`config.mk`:
```
export PLATFORM = sky130hd
export DESIGN_NAME = sync_hunt_crc32_deframer_core
export DESIGN_NICKNAME = d
export VERILOG_FILES = /design/src/rtl/shcdf_pkg.sv /design/src/rtl/shcdf_outbuf.sv /design/src/rtl/sync_hunt_crc32_deframer_core.sv
export SDC_FILE = /design/constraint.sdc
export NUM_CORES = 1
export LEC_CHECK = 0
export ABC_CLOCK_PERIOD_IN_PS = 9100
export BUFFER_PORTS_ARGS = -buffer_cell sky130_fd_sc_hd__clkbuf_2
export CELL_PAD_IN_SITES_DETAIL_PLACEMENT = 1
export CELL_PAD_IN_SITES_GLOBAL_PLACEMENT = 1
export CORE_ASPECT_RATIO = 0.5
export CORE_MARGIN = 3
export CORE_UTILIZATION = 45
export DETAILED_ROUTE_END_ITERATION = 8
export PLACE_DENSITY_LB_ADDON = 0.1
export SLEW_MARGIN = 40
export SYNTH_ARGS = -nofsm -noshare
export SYNTH_HDL_FRONTEND = slang
export SYNTH_SLANG_ARGS = --single-unit
```
`constraint.sdc`:
```
create_clock -name clk -period 9.1 [get_ports clk]
set_input_delay 0.91 -clock clk [delete_from_list [all_inputs] [get_ports clk]]
set_output_delay 0.91 -clock clk [all_outputs]
set_load 0.02 [all_outputs]
```
`src/rtl/shcdf_pkg.sv`:
```
// ----------------------------------------------------------------------------
// shcdf_pkg
// Shared types, constants and the byte-wide crc-32 update for the deframer.
// ----------------------------------------------------------------------------
package shcdf_pkg;

  localparam int unsigned MAX_PAYLOAD_DEFAULT = 1024;

  localparam logic [31:0] SYNC_WORD = 32'hC0FFEE77;
  localparam logic [31:0] CRC_POLY  = 32'hEDB88320;
  localparam logic [31:0] CRC_INIT  = 32'hFFFFFFFF;

  localparam logic [1:0] KIND_PAYLOAD = 2'd0;
  localparam logic [1:0] KIND_GOOD    = 2'd1;
  localparam logic [1:0] KIND_BAD    = 2'd2;

  localparam logic [3:0] HDR_LAST = 4'd13;

  typedef enum logic [3:0] {
    PH_HUNT    = 4'b0001,
    PH_HEADER  = 4'b0010,
    PH_PAYLOAD = 4'b0100,
    PH_CRC     = 4'b1000
  } phase_t;

  typedef struct packed {
    logic [1:0]  kind;
    logic [7:0]  out_byte;
    logic [7:0]  frame_flags;
    logic [7:0]  modulation;
    logic [7:0]  bandwidth;
    logic [31:0] node_id;
    logic [31:0] sequence_res;
    logic [10:0] payload_length;
  } res_t;

  // reflected crc-32, one byte, eight unrolled shift steps
  function automatic logic [31:0] crc_byte(input logic [31:0] crc_in, input logic [7:0] b);
    logic [31:0] c;
    c = crc_in ^ {24'd0, b};
    for (int i = 0; i < 8; i++) begin
      c = (c >> 1) ^ (CRC_POLY & {32{c[0]}});
    end
    return c;
  endfunction

  // crc state after the canonical sync bytes
  localparam logic [31:0] SYNC_CRC =
    crc_byte(crc_byte(crc_byte(crc_byte(CRC_INIT, 8'hC0), 8'hFF), 8'hEE), 8'h77);

endpackage

```
`src/rtl/shcdf_outbuf.sv`:
```
// ----------------------------------------------------------------------------
// shcdf_outbuf
// Result register with a skid stage, so input never waits on an idle output.
// ----------------------------------------------------------------------------
module shcdf_outbuf (
  input  logic            clk,
  input  logic            rst,
  input  logic            push,
  input  shcdf_pkg::res_t push_data,
  output logic            full,
  output logic            out_valid,
  input  logic            out_stall,
  output shcdf_pkg::res_t out_data
);
  import shcdf_pkg::*;

  res_t skid;
  logic skid_valid;
  logic take;
  logic slot_free;

  assign take      = out_valid & ~out_stall;
  assign slot_free = take | ~out_valid;
  assign full      = skid_valid;

  always_ff @(posedge clk) begin
    if (rst) begin
      out_valid  <= 1'b0;
      skid_valid <= 1'b0;
    end else if (slot_free) begin
      if (skid_valid) begin
        skid_valid <= 1'b0;
        out_valid  <= 1'b1;
      end else begin
        out_valid <= push;
      end
    end else if (push) begin
      skid_valid <= 1'b1;
    end
  end

  always_ff @(posedge clk) begin
    if (slot_free) begin
      if (skid_valid) begin
        out_data <= skid;
      end else if (push) begin
        out_data <= push_data;
      end
    end else if (push) begin
      skid <= push_data;
    end
  end

endmodule

```
`src/rtl/sync_hunt_crc32_deframer_core.sv`:
```
// ----------------------------------------------------------------------------
// sync_hunt_crc32_deframer_core
// Sync-word hunting deframer with header capture and a crc-32 frame check.
// ----------------------------------------------------------------------------
// each result word is registered in the output buffer, or held in its skid entry while the output stalls
// throughput: one byte per cycle while in_stall is low, set by the byte-wide crc and the state update
// the two-entry output (register plus skid) lets input flow while a result waits
// synchronous reset returns to hunt with the window cleared, crc at all ones,
// held header fields zero and the output empty
module sync_hunt_crc32_deframer_core #(
  parameter int unsigned MAX_PAYLOAD_BYTES = shcdf_pkg::MAX_PAYLOAD_DEFAULT
) (
  input  logic        clk,
  input  logic        rst,
  input  logic        in_valid,
  output logic        in_stall,
  input  logic [7:0]  in_byte,
  output logic        out_valid,
  input  logic        out_stall,
  output logic [1:0]  kind,
  output logic [7:0]  out_byte,
  output logic [7:0]  frame_flags,
  output logic [7:0]  modulation,
  output logic [7:0]  bandwidth,
  output logic [31:0] node_id,
  output logic [31:0] sequence_res,
  output logic [10:0] payload_length
);
  import shcdf_pkg::*;

  localparam int unsigned PCNT_W = $clog2(MAX_PAYLOAD_BYTES + 1);
  localparam logic [15:0] MAX_LEN = 16'(MAX_PAYLOAD_BYTES);

  phase_t      phase, phase_next;
  logic [31:0] sync_window, sync_window_next;
  logic        inverted_phase, inverted_phase_next;
  logic [3:0]  header_count, header_count_next;
  logic [7:0]  held_flags, held_flags_next;
  logic [7:0]  held_mode, held_mode_next;
  logic [7:0]  held_bw, held_bw_next;
  logic [31:0] held_node, held_node_next;
  logic [31:0] held_seq, held_seq_next;
  logic [15:0] held_length, held_length_next;
  logic [PCNT_W-1:0] payload_count, payload_count_next;
  logic [31:0] running_crc, running_crc_next;
  logic [23:0] received_crc, received_crc_next;

  logic        accept;
  logic        push;
  logic [1:0]  push_kind;
  logic [7:0]  push_byte;
  logic [7:0]  bc;
  logic [31:0] win;
  logic [31:0] crc_upd;
  logic [15:0] len_new;
  logic [PCNT_W-1:0] pcnt_inc;
  res_t        push_data;
  res_t        res_q;
  logic        full;

  assign in_stall = full;
  assign accept   = in_valid & ~full;
  assign bc       = inverted_phase ? ~in_byte : in_byte;
  assign win      = {sync_window[23:0], in_byte};
  assign crc_upd  = crc_byte(running_crc, bc);
  assign len_new  = {held_length[7:0], bc};
  assign pcnt_inc = payload_count + PCNT_W'(1);

  always_comb begin
    phase_next          = phase;
    sync_window_next    = sync_window;
    inverted_phase_next = inverted_phase;
    header_count_next   = header_count;
    held_flags_next     = held_flags;
    held_mode_next      = held_mode;
    held_bw_next        = held_bw;
    held_node_next      = held_node;
    held_seq_next       = held_seq;
    held_length_next    = held_length;
    payload_count_next  = payload_count;
    running_crc_next    = running_crc;
    received_crc_next   = received_crc;
    push                = 1'b0;
    push_kind           = KIND_PAYLOAD;
    push_byte           = 8'd0;

    if (accept) begin
      unique case (phase)
        PH_HUNT: begin
          sync_window_next = win;
          if (win == SYNC_WORD || win == ~SYNC_WORD) begin
            inverted_phase_next = (win != SYNC_WORD);
            running_crc_next    = SYNC_CRC;
            header_count_next   = 4'd0;
            phase_next          = PH_HEADER;
          end
        end
        PH_HEADER: begin
          running_crc_next  = crc_upd;
          header_count_next = header_count + 4'd1;
          unique case (header_count)
            4'd0: ;
            4'd1: held_flags_next = bc;
            4'd2: held_mode_next  = bc;
            4'd3: held_bw_next    = bc;
            4'd4, 4'd5, 4'd6, 4'd7: held_node_next = {held_node[23:0], bc};
            4'd8, 4'd9, 4'd10, 4'd11: held_seq_next = {held_seq[23:0], bc};
            default: held_length_next = len_new;
          endcase
          if (header_count == HDR_LAST) begin
            header_count_next  = 4'd0;
            payload_count_next = '0;
            received_crc_next  = 24'd0;
            if (len_new > MAX_LEN) begin
              // oversize length: drop the frame silently
              phase_next          = PH_HUNT;
              sync_window_next    = 32'd0;
              inverted_phase_next = 1'b0;
              running_crc_next    = CRC_INIT;
            end else if (len_new == 16'd0) begin
              phase_next = PH_CRC;
            end else begin
              phase_next = PH_PAYLOAD;
            end
          end
        end
        PH_PAYLOAD: begin
          running_crc_next   = crc_upd;
          payload_count_next = pcnt_inc;
          if (16'(pcnt_inc) >= held_length) begin
            header_count_next = 4'd0;
            phase_next        = PH_CRC;
          end
          push      = 1'b1;
          push_kind = KIND_PAYLOAD;
          push_byte = bc;
        end
        PH_CRC: begin
          if (header_count < 4'd3) begin
            unique case (header_count[1:0])
              2'd0:    received_crc_next[7:0]   = bc;
              2'd1:    received_crc_next[15:8]  = bc;
              default: received_crc_next[23:16] = bc;
            endcase
            header_count_next = header_count + 4'd1;
          end else begin
            push      = 1'b1;
            push_kind = ({bc, received_crc} == ~running_crc) ? KIND_GOOD : KIND_BAD;
            phase_next          = PH_HUNT;
            sync_window_next    = 32'd0;
            inverted_phase_next = 1'b0;
            header_count_next   = 4'd0;
            payload_count_next  = '0;
            running_crc_next    = CRC_INIT;
            received_crc_next   = 24'd0;
          end
        end
        default: phase_next = PH_HUNT;
      endcase
    end
  end

  always_ff @(posedge clk) begin
    if (rst) begin
      phase          <= PH_HUNT;
      sync_window    <= 32'd0;
      inverted_phase <= 1'b0;
      header_count   <= 4'd0;
      held_flags     <= 8'd0;
      held_mode      <= 8'd0;
      held_bw        <= 8'd0;
      held_node      <= 32'd0;
      held_seq       <= 32'd0;
      held_length    <= 16'd0;
      payload_count  <= '0;
      running_crc    <= CRC_INIT;
      received_crc   <= 24'd0;
    end else begin
      phase          <= phase_next;
      sync_window    <= sync_window_next;
      inverted_phase <= inverted_phase_next;
      header_count   <= header_count_next;
      held_flags     <= held_flags_next;
      held_mode      <= held_mode_next;
      held_bw        <= held_bw_next;
      held_node      <= held_node_next;
      held_seq       <= held_seq_next;
      held_length    <= held_length_next;
      payload_count  <= payload_count_next;
      running_crc    <= running_crc_next;
      received_crc   <= received_crc_next;
    end
  end

  always_comb begin
    push_data.kind           = push_kind;
    push_data.out_byte       = push_byte;
    push_data.frame_flags    = held_flags;
    push_data.modulation     = held_mode;
    push_data.bandwidth      = held_bw;
    push_data.node_id        = held_node;
    push_data.sequence_res   = held_seq;
    push_data.payload_length = held_length[10:0];
  end

  shcdf_outbuf u_outbuf (
    .clk       (clk),
    .rst       (rst),
    .push      (push),
    .push_data (push_data),
    .full      (full),
    .out_valid (out_valid),
    .out_stall (out_stall),
    .out_data  (res_q)
  );

  assign kind           = res_q.kind;
  assign out_byte       = res_q.out_byte;
  assign frame_flags    = res_q.frame_flags;
  assign modulation     = res_q.modulation;
  assign bandwidth      = res_q.bandwidth;
  assign node_id        = res_q.node_id;
  assign sequence_res   = res_q.sequence_res;
  assign payload_length = res_q.payload_length;

endmodule

```
==> summary.txt, run 1 <==
Status
  • Status: finished, final reports clean

Yosys
  • Mean Syn Cell Area: 11.4 µm²
  • Async S/R FF share, synth: 0%
  • Synth Instances: 1541
  • Sequential share of the synthesized area: 60.8%
  • Synth Warn #: 0
  • Synth Cell Area: 0.0176 mm²
  • Top FF cell, synth: edfxtp_1
  • Number of flops mapped to enable cells by yosys: ~220
  • #FFs+latches synth: 424
  • Syn nets: around 1600
  • Netlist cell types: 64

Placement
  • Pre-CTS setup slack: 4.58 ns
  • # port buffers: 122
  • DP Wirelength: approximately 29 mm
  • Routability cong.: between 0.8 and 0.9
  • Placed standard-cell area: 0.0187 mm²
  • Dpl cells: 2095

Cells and area
  • Sequential Area: 0.0107 mm²
  • ANT cells: 0
  • Fill cells: 3995
  • Area Growth Syn to Fin: 13.9%
  • Final nets: ~1600
  • Finished Cell Area: ~0.020 mm²
  • Share of layout cells above drive strength 1: 19.3%
  • Area occupied by multi-input gates: 0.00655 mm²
  • Cell Count, Final, Fillers Out: 2167

Routing
  • 1st-iter DRT viols: 764
  • Via count: around 12000
  • Wire per inst: 20.7 µm
  • DRC Markers: 0
  • Pre-antenna DRT Iters: 5
  • Antenna Nets Post-Route: 0
  • Vias per cell: approximately 5.5
  • Wirelength, routed: 44.8 mm

STA
  • Fmax: 245 MHz
  • RSZ-0062 raised after global routing: no
  • Hold Violations, Final: 0
  • Worst Slack Setup Final: 5.03 ns
  • Slew @ Worst Pin: 0.827 ns
  • Final Setup Violations: 0
  • Slew headroom: 44.8%
  • Minimum clock period: between 4 and 5 ns
  • Setup TNS: 0 ns
  • Final worst-path cycle share: about 45%
  • Final max-slew violation count: 0
  • Setup Skew: 0.0222 ns

Clocking
  • Post-cts sizing count: 0
  • CTS Buf Count: 39
  • CTS Buffer Depth: 3
  • Worst skew pair latency: 0.56 ns
  • # H-tree levels: 2
  • Hold_buf cts: 0
  • CTS tree: built
  • Clock transition at path regs: roughly 0.07 ns
  • CTS root buffer: clkbuf_16
  • Setup bufs post-CTS: 0
  • CTS sink count: 424

Hold path
  • Hold Crit Class: reg -> reg
  • Hold_sp: held_mode[0]$_SDFFE_PP0P_

Global routing
  • Number of global-route vias before repair: 12200
  • Largest net degree at the start of global routing: 127
  • GRT overflow: 0
  • Wire length of the first global-routing pass: 70.8 mm
  • Initial antenna violation count: 0
  • Total GRT Usage: 21.4%

Critical path
  • Crit path kind: reg -> reg
  • Critical path, cell by cell: inv_1 -> nor4_1 -> nand2_1 -> nand2_1 -> nor2_1 -> a21oi_4 -> buf_4 -> buf_4
  • WP data required: 9.28 ns
  • Worst Setup Start Kind: register
  • Worst R2R Start: phase[2]$_SDFFE_PP0P_
  • CP peak stage delay: 0.69 ns
  • Crit Path Max Fanout: 57
  • CP Capture Type: register
  • CP arrival: approximately 4.3 ns
  • Worst Setup SP: phase[2]$_SDFFE_PP0P_
  • Max stage delay cell, worst path: buf_4

Power
  • Leak: around 7.3 nW
  • Power Dens Cells: a little over 200 mW/mm²
  • Peak VDD IR: approximately 100 µV
  • Total chip power: 4.15 mW

Floorplanning
  • Core footprint: 0.0379 mm²
  • # IOs: 123
  • Die height: about 150 µm
  • Die Wd: about 290 µm
  • FP Rows: 50
  • Starting Density: 46.3%
  • Die Area: 0.0416 mm²

Job
  • Max-cap violations: 0
area by class of cell:
cell class | instances | area share (%)
flip-flops and latches | 424 | 53.4
multi-input cells | 999 | 32.7
clock buffers | 52 | 5.48
repair buffers | 139 | 3.94
well taps | 520 | 3.25
clock inverters | 19 | 0.970
inverters | 14 | 0.263
worst max-delay path: cells and delay by family (launching register included):
family | cells | cell delay, ns
AND/OR/NAND/NOR | 4 | 1.28
buffers and inverters | 3 | 1.35
AO/OA/AOI/OAI | 1 | 0.45
flip-flops | 1 | 0.53
cells by family after synthesis:
kind of cell	share of synthesized area (%)
compound gates	9.97
xor+xnor	6.91
fa+ha+maj	1.14
buf+inv	2.66
flops	60.8
mux	6.23
simple gates	12.3
cells in the final DEF, fill, tap and decap left out, drive strengths merged, types with 4 or more instances in the layout:
cell | synthesis | final
and2 | 6 | 6
inv | 14 | 14
xor2 | 49 | 49
or3 | 6 | 6
or4b | 4 | 4
nor2 | 172 | 172
nor3 | 34 | 34
dfxtp | 206 | 206
mux2i | 8 | 8
a211o | 12 | 12
ha | 16 | 16
nand2 | 125 | 125
clkinv | 0 | 15
a21oi | 159 | 159
a21o | 13 | 13
clkbuf | 83 | 173
nand3 | 15 | 15
nor4 | 14 | 14
or4 | 6 | 6
nand3b | 7 | 7
o21bai | 4 | 4
buf | 21 | 18
a211oi | 26 | 26
nand2b | 4 | 4
nand4 | 12 | 12
nor3b | 6 | 6
xnor2 | 78 | 78
edfxtp | 218 | 218
o21ai | 42 | 42
mux2 | 90 | 90
and3 | 37 | 37
a221o | 9 | 9
a21boi | 5 | 5
metal layers:
layer  part of all wire, %  GRT usage [%]
met5                     0              0
met3                   3.2           3.13
met4                   1.8           4.75
met2                    48           36.0
met1                    47           29.5
through the flow:
stage,hold WS [ns],util (%)
global placement,0.436,49.0
finish,0.454,52.8
floorplan,0.426,-
global route,0.477,52.8
detailed placement,0.445,49.3
CTS,0.450,52.7
final timing paths:
check,depth (start not counted),slack [ns],end
hold reg to reg,0,0.45,u_outbuf.skid[83]$_DFFE_PP_
setup / recovery,8,5.03,u_outbuf.out_data[70]$_DFFE_PP_
setup reg to reg,8,5.03,u_outbuf.out_data[70]$_DFFE_PP_
hold / removal,0,0.45,u_outbuf.skid[83]$_DFFE_PP_
flip-flops by register name (all words and copies together), names as in the netlist:
name,count
u_outbuf.out_data,109
u_outbuf.skid,109
held_node,32
held_seq,32
running_crc,32
received_crc,24
sync_window,24
held_length,16
payload_count,11
held_bw,8
held_flags,8
held_mode,8
header_count,4
phase,4
inverted_phase,1
u_outbuf.full,1
u_outbuf.out_valid,1
cell usage after synthesis (7+ instances only):
cell / count / area, µm²
a211oi_1: 26 / 195
xnor2_1: 74 / 648
nand3_1: 15 / 75.1
ha_1: 16 / 200
a221o_1: 9 / 90.1
a21o_1: 13 / 97.6
o21ai_0: 38 / 190
dfxtp_1: 206 / 4120
edfxtp_1: 218 / 6550
buf_2: 20 / 100
clkbuf_1: 83 / 312
nor2_1: 172 / 646
mux2i_1: 8 / 80.1
nor4_1: 14 / 87.6
nand4_1: 12 / 75.1
mux2_2: 90 / 1010
nand2_1: 125 / 469
xor2_1: 47 / 412
nor3_1: 34 / 170
and3_1: 37 / 231
inv_1: 14 / 52.6
nand3b_1: 7 / 52.6
a21oi_1: 158 / 791
a211o_1: 12 / 105
power by group:
group	internal [mW]	switching [mW]	leakage [nW]
logic	0.181	0.258	3.01
clock network	0.939	0.724	0.635
registers	2.01	0.0383	3.62
(Power assumes the default switching activity.)
==> inputs of run 2 (changes only) <==
Settings changed: ABC_CLOCK_PERIOD_IN_PS 9100 to 4300.
Clock period 9.1 ns to 4.3 ns, I/O delays scaled along.
==> summary.txt, run 2 (synthesis results as in run 1) <==
Routing
  • Vias per cell: 5.45
  • DRC Markers: 0
  • 1st-iter DRT viols: 778
  • Wirelength, routed: approximately 44 mm
  • Pre-antenna DRT Iters: 5
  • Antenna Nets Post-Route: 0
  • Via count: 11800
  • Wire per inst: 20.4 µm

Clocking
  • CTS sink count: between 400 and 500
  • Worst skew pair latency: around 0.56 ns
  • Setup bufs post-CTS: 0
  • Clock transition at path regs: 0.07 ns
  • Hold_buf cts: 0
  • CTS Buffer Depth: 3
  • Post-cts sizing count: 0
  • CTS Buf Count: 39
  • CTS tree: built
  • # H-tree levels: 2
  • CTS root buffer: clkbuf_16

STA
  • Fmax: 293 MHz
  • RSZ-0062 raised after global routing: no
  • Slew headroom: 46.5%
  • Final max-slew violation count: 0
  • Setup TNS: 0 ns
  • Slew @ Worst Pin: 0.803 ns
  • Minimum clock period: 3.41 ns
  • Final Setup Violations: 0
  • Hold Violations, Final: 0
  • Final worst-path cycle share: 79.2%
  • Worst Slack Setup Final: 0.892 ns
  • Setup Skew: 0.0188 ns

Job
  • Max-cap violations: 0

Placement
  • Routability cong.: 0.817
  • DP Wirelength: 28.6 mm
  • # port buffers: 122
  • Pre-CTS setup slack: 0.919 ns
  • Placed standard-cell area: 0.0188 mm²

Floorplanning
  • # IOs: 123
  • Starting Density: 46.3%
  • Die height: roughly 150 µm
  • Die Area: between 0.04 and 0.05 mm²
  • Core footprint: 0.0379 mm²
  • FP Rows: 50
  • Die Wd: approximately 290 µm

Global routing
  • Initial antenna violation count: 0
  • Wire length of the first global-routing pass: 70.2 mm
  • Total GRT Usage: 21.0%
  • GRT overflow: 0
  • Largest net degree at the start of global routing: 80
  • Number of global-route vias before repair: around 12000

Cells and area
  • Fin util: 52.8%
  • Commonest non-fill, non-tap cell in the layout: edfxtp_1
  • Final nets: 1650
  • Area Growth Syn to Fin: 14.0%
  • Finished Cell Area: about 0.02 mm²
  • ANT cells: 0
  • Most frequent cells in the layout: edfxtp_1, dfxtp_1, nor2_1, a21oi_1, nand2_1
  • Share of layout cells above drive strength 1: 19.2%
  • Largest registers: u_outbuf.out_data (109), u_outbuf.skid (109)

Critical path
  • Worst Setup SP: payload_count[0]$_SDFFE_PP0P_
  • Crit Path Max Fanout: 6
  • Crit path kind: reg -> reg
  • Most frequent cell on the critical path: and3_1
  • WP data required: 4.74 ns
  • Worst R2R Start: payload_count[0]$_SDFFE_PP0P_
  • CP arrival: 3.85 ns
  • CP peak stage delay: 0.48 ns
  • Max stage delay cell, worst path: or4_1
  • CP Capture Type: register
  • Buf/Inv on CP: 0
  • Critical path, cell by cell: ha_1 -> and3_1 -> and3_1 -> and3_1 -> nand3_1 -> xnor2_1 -> ha_1 -> a211oi_1 -> o2bb2ai_1 -> or4_4 -> or4_1 -> o31a_1
  • Top Family by Delay on Critical Path: simple AND/OR/NAND/NOR gates
  • Worst Setup Start Kind: register

Power
  • Power Dens Cells: 437 mW/mm²
  • Total chip power: roughly 8.7 mW
  • Peak VDD IR: 253 µV
  • Leak: 7.27 nW

Status
  • Status: finished, final reports clean

Hold path
  • Hold_sp: out_stall
  • Hold Crit Class: in -> reg
[run 2: worst reg2reg max path, cell delays in order (launching register included)]
cell and delay [ns]:
dfxtp_1 0.40, ha_1 0.25, and3_1 0.25, and3_1 0.27
and3_1 0.20, nand3_1 0.10, xnor2_1 0.18, ha_1 0.31
a211oi_1 0.10, o2bb2ai_1 0.17, or4_4 0.47, or4_1 0.48
o31a_1 0.13
[run 2: area by class of cell]
class	instances	area, µm²
Clock inverter	11	124
Clock buffer	59	1130
Tap cell	520	651
Inverter	14	52.6
Timing Repair Buffer	144	860
Fill cell	4052	17900
Multi-Input combinational cell	999	6530
Sequential cell	424	10700
[run 2: final timing paths]
| kind | endpoint | slack, ns | cells after the start |
|---|---|---|---|
| min reg2reg | u_outbuf.skid[89]$_DFFE_PP_ | 0.45 | 0 |
| max reg2reg | phase[0]$_SDFFE_PP1P_ | 0.89 | 12 |
| min | u_outbuf.full$_SDFFE_PP0P_ | 0.26 | 3 |
| max | phase[0]$_SDFFE_PP1P_ | 0.89 | 12 |
[run 2: report_power, final]
group	leakage (nW)	internal [mW]	switching, mW
logic	3.07	0.385	0.535
registers	3.59	4.26	0.0811
clock network	0.613	1.95	1.54
[run 2: metal layers]
metal  GRT usage [%]  share of wire (%)
met2            34.9                 48
met3            3.71                3.7
met1            29.0                 46
met5               0                  0
met4            4.57                1.6
[run 2: metrics by stage]
step / instances / hold slack (ns)
final: 2171 / 0.262
after detailed placement: 2101 / 0.442
after floorplan: 1541 / 0.426
after CTS: 2171 / 0.244
after global placement: 2100 / 0.437
after global routing: 2171 / 0.264
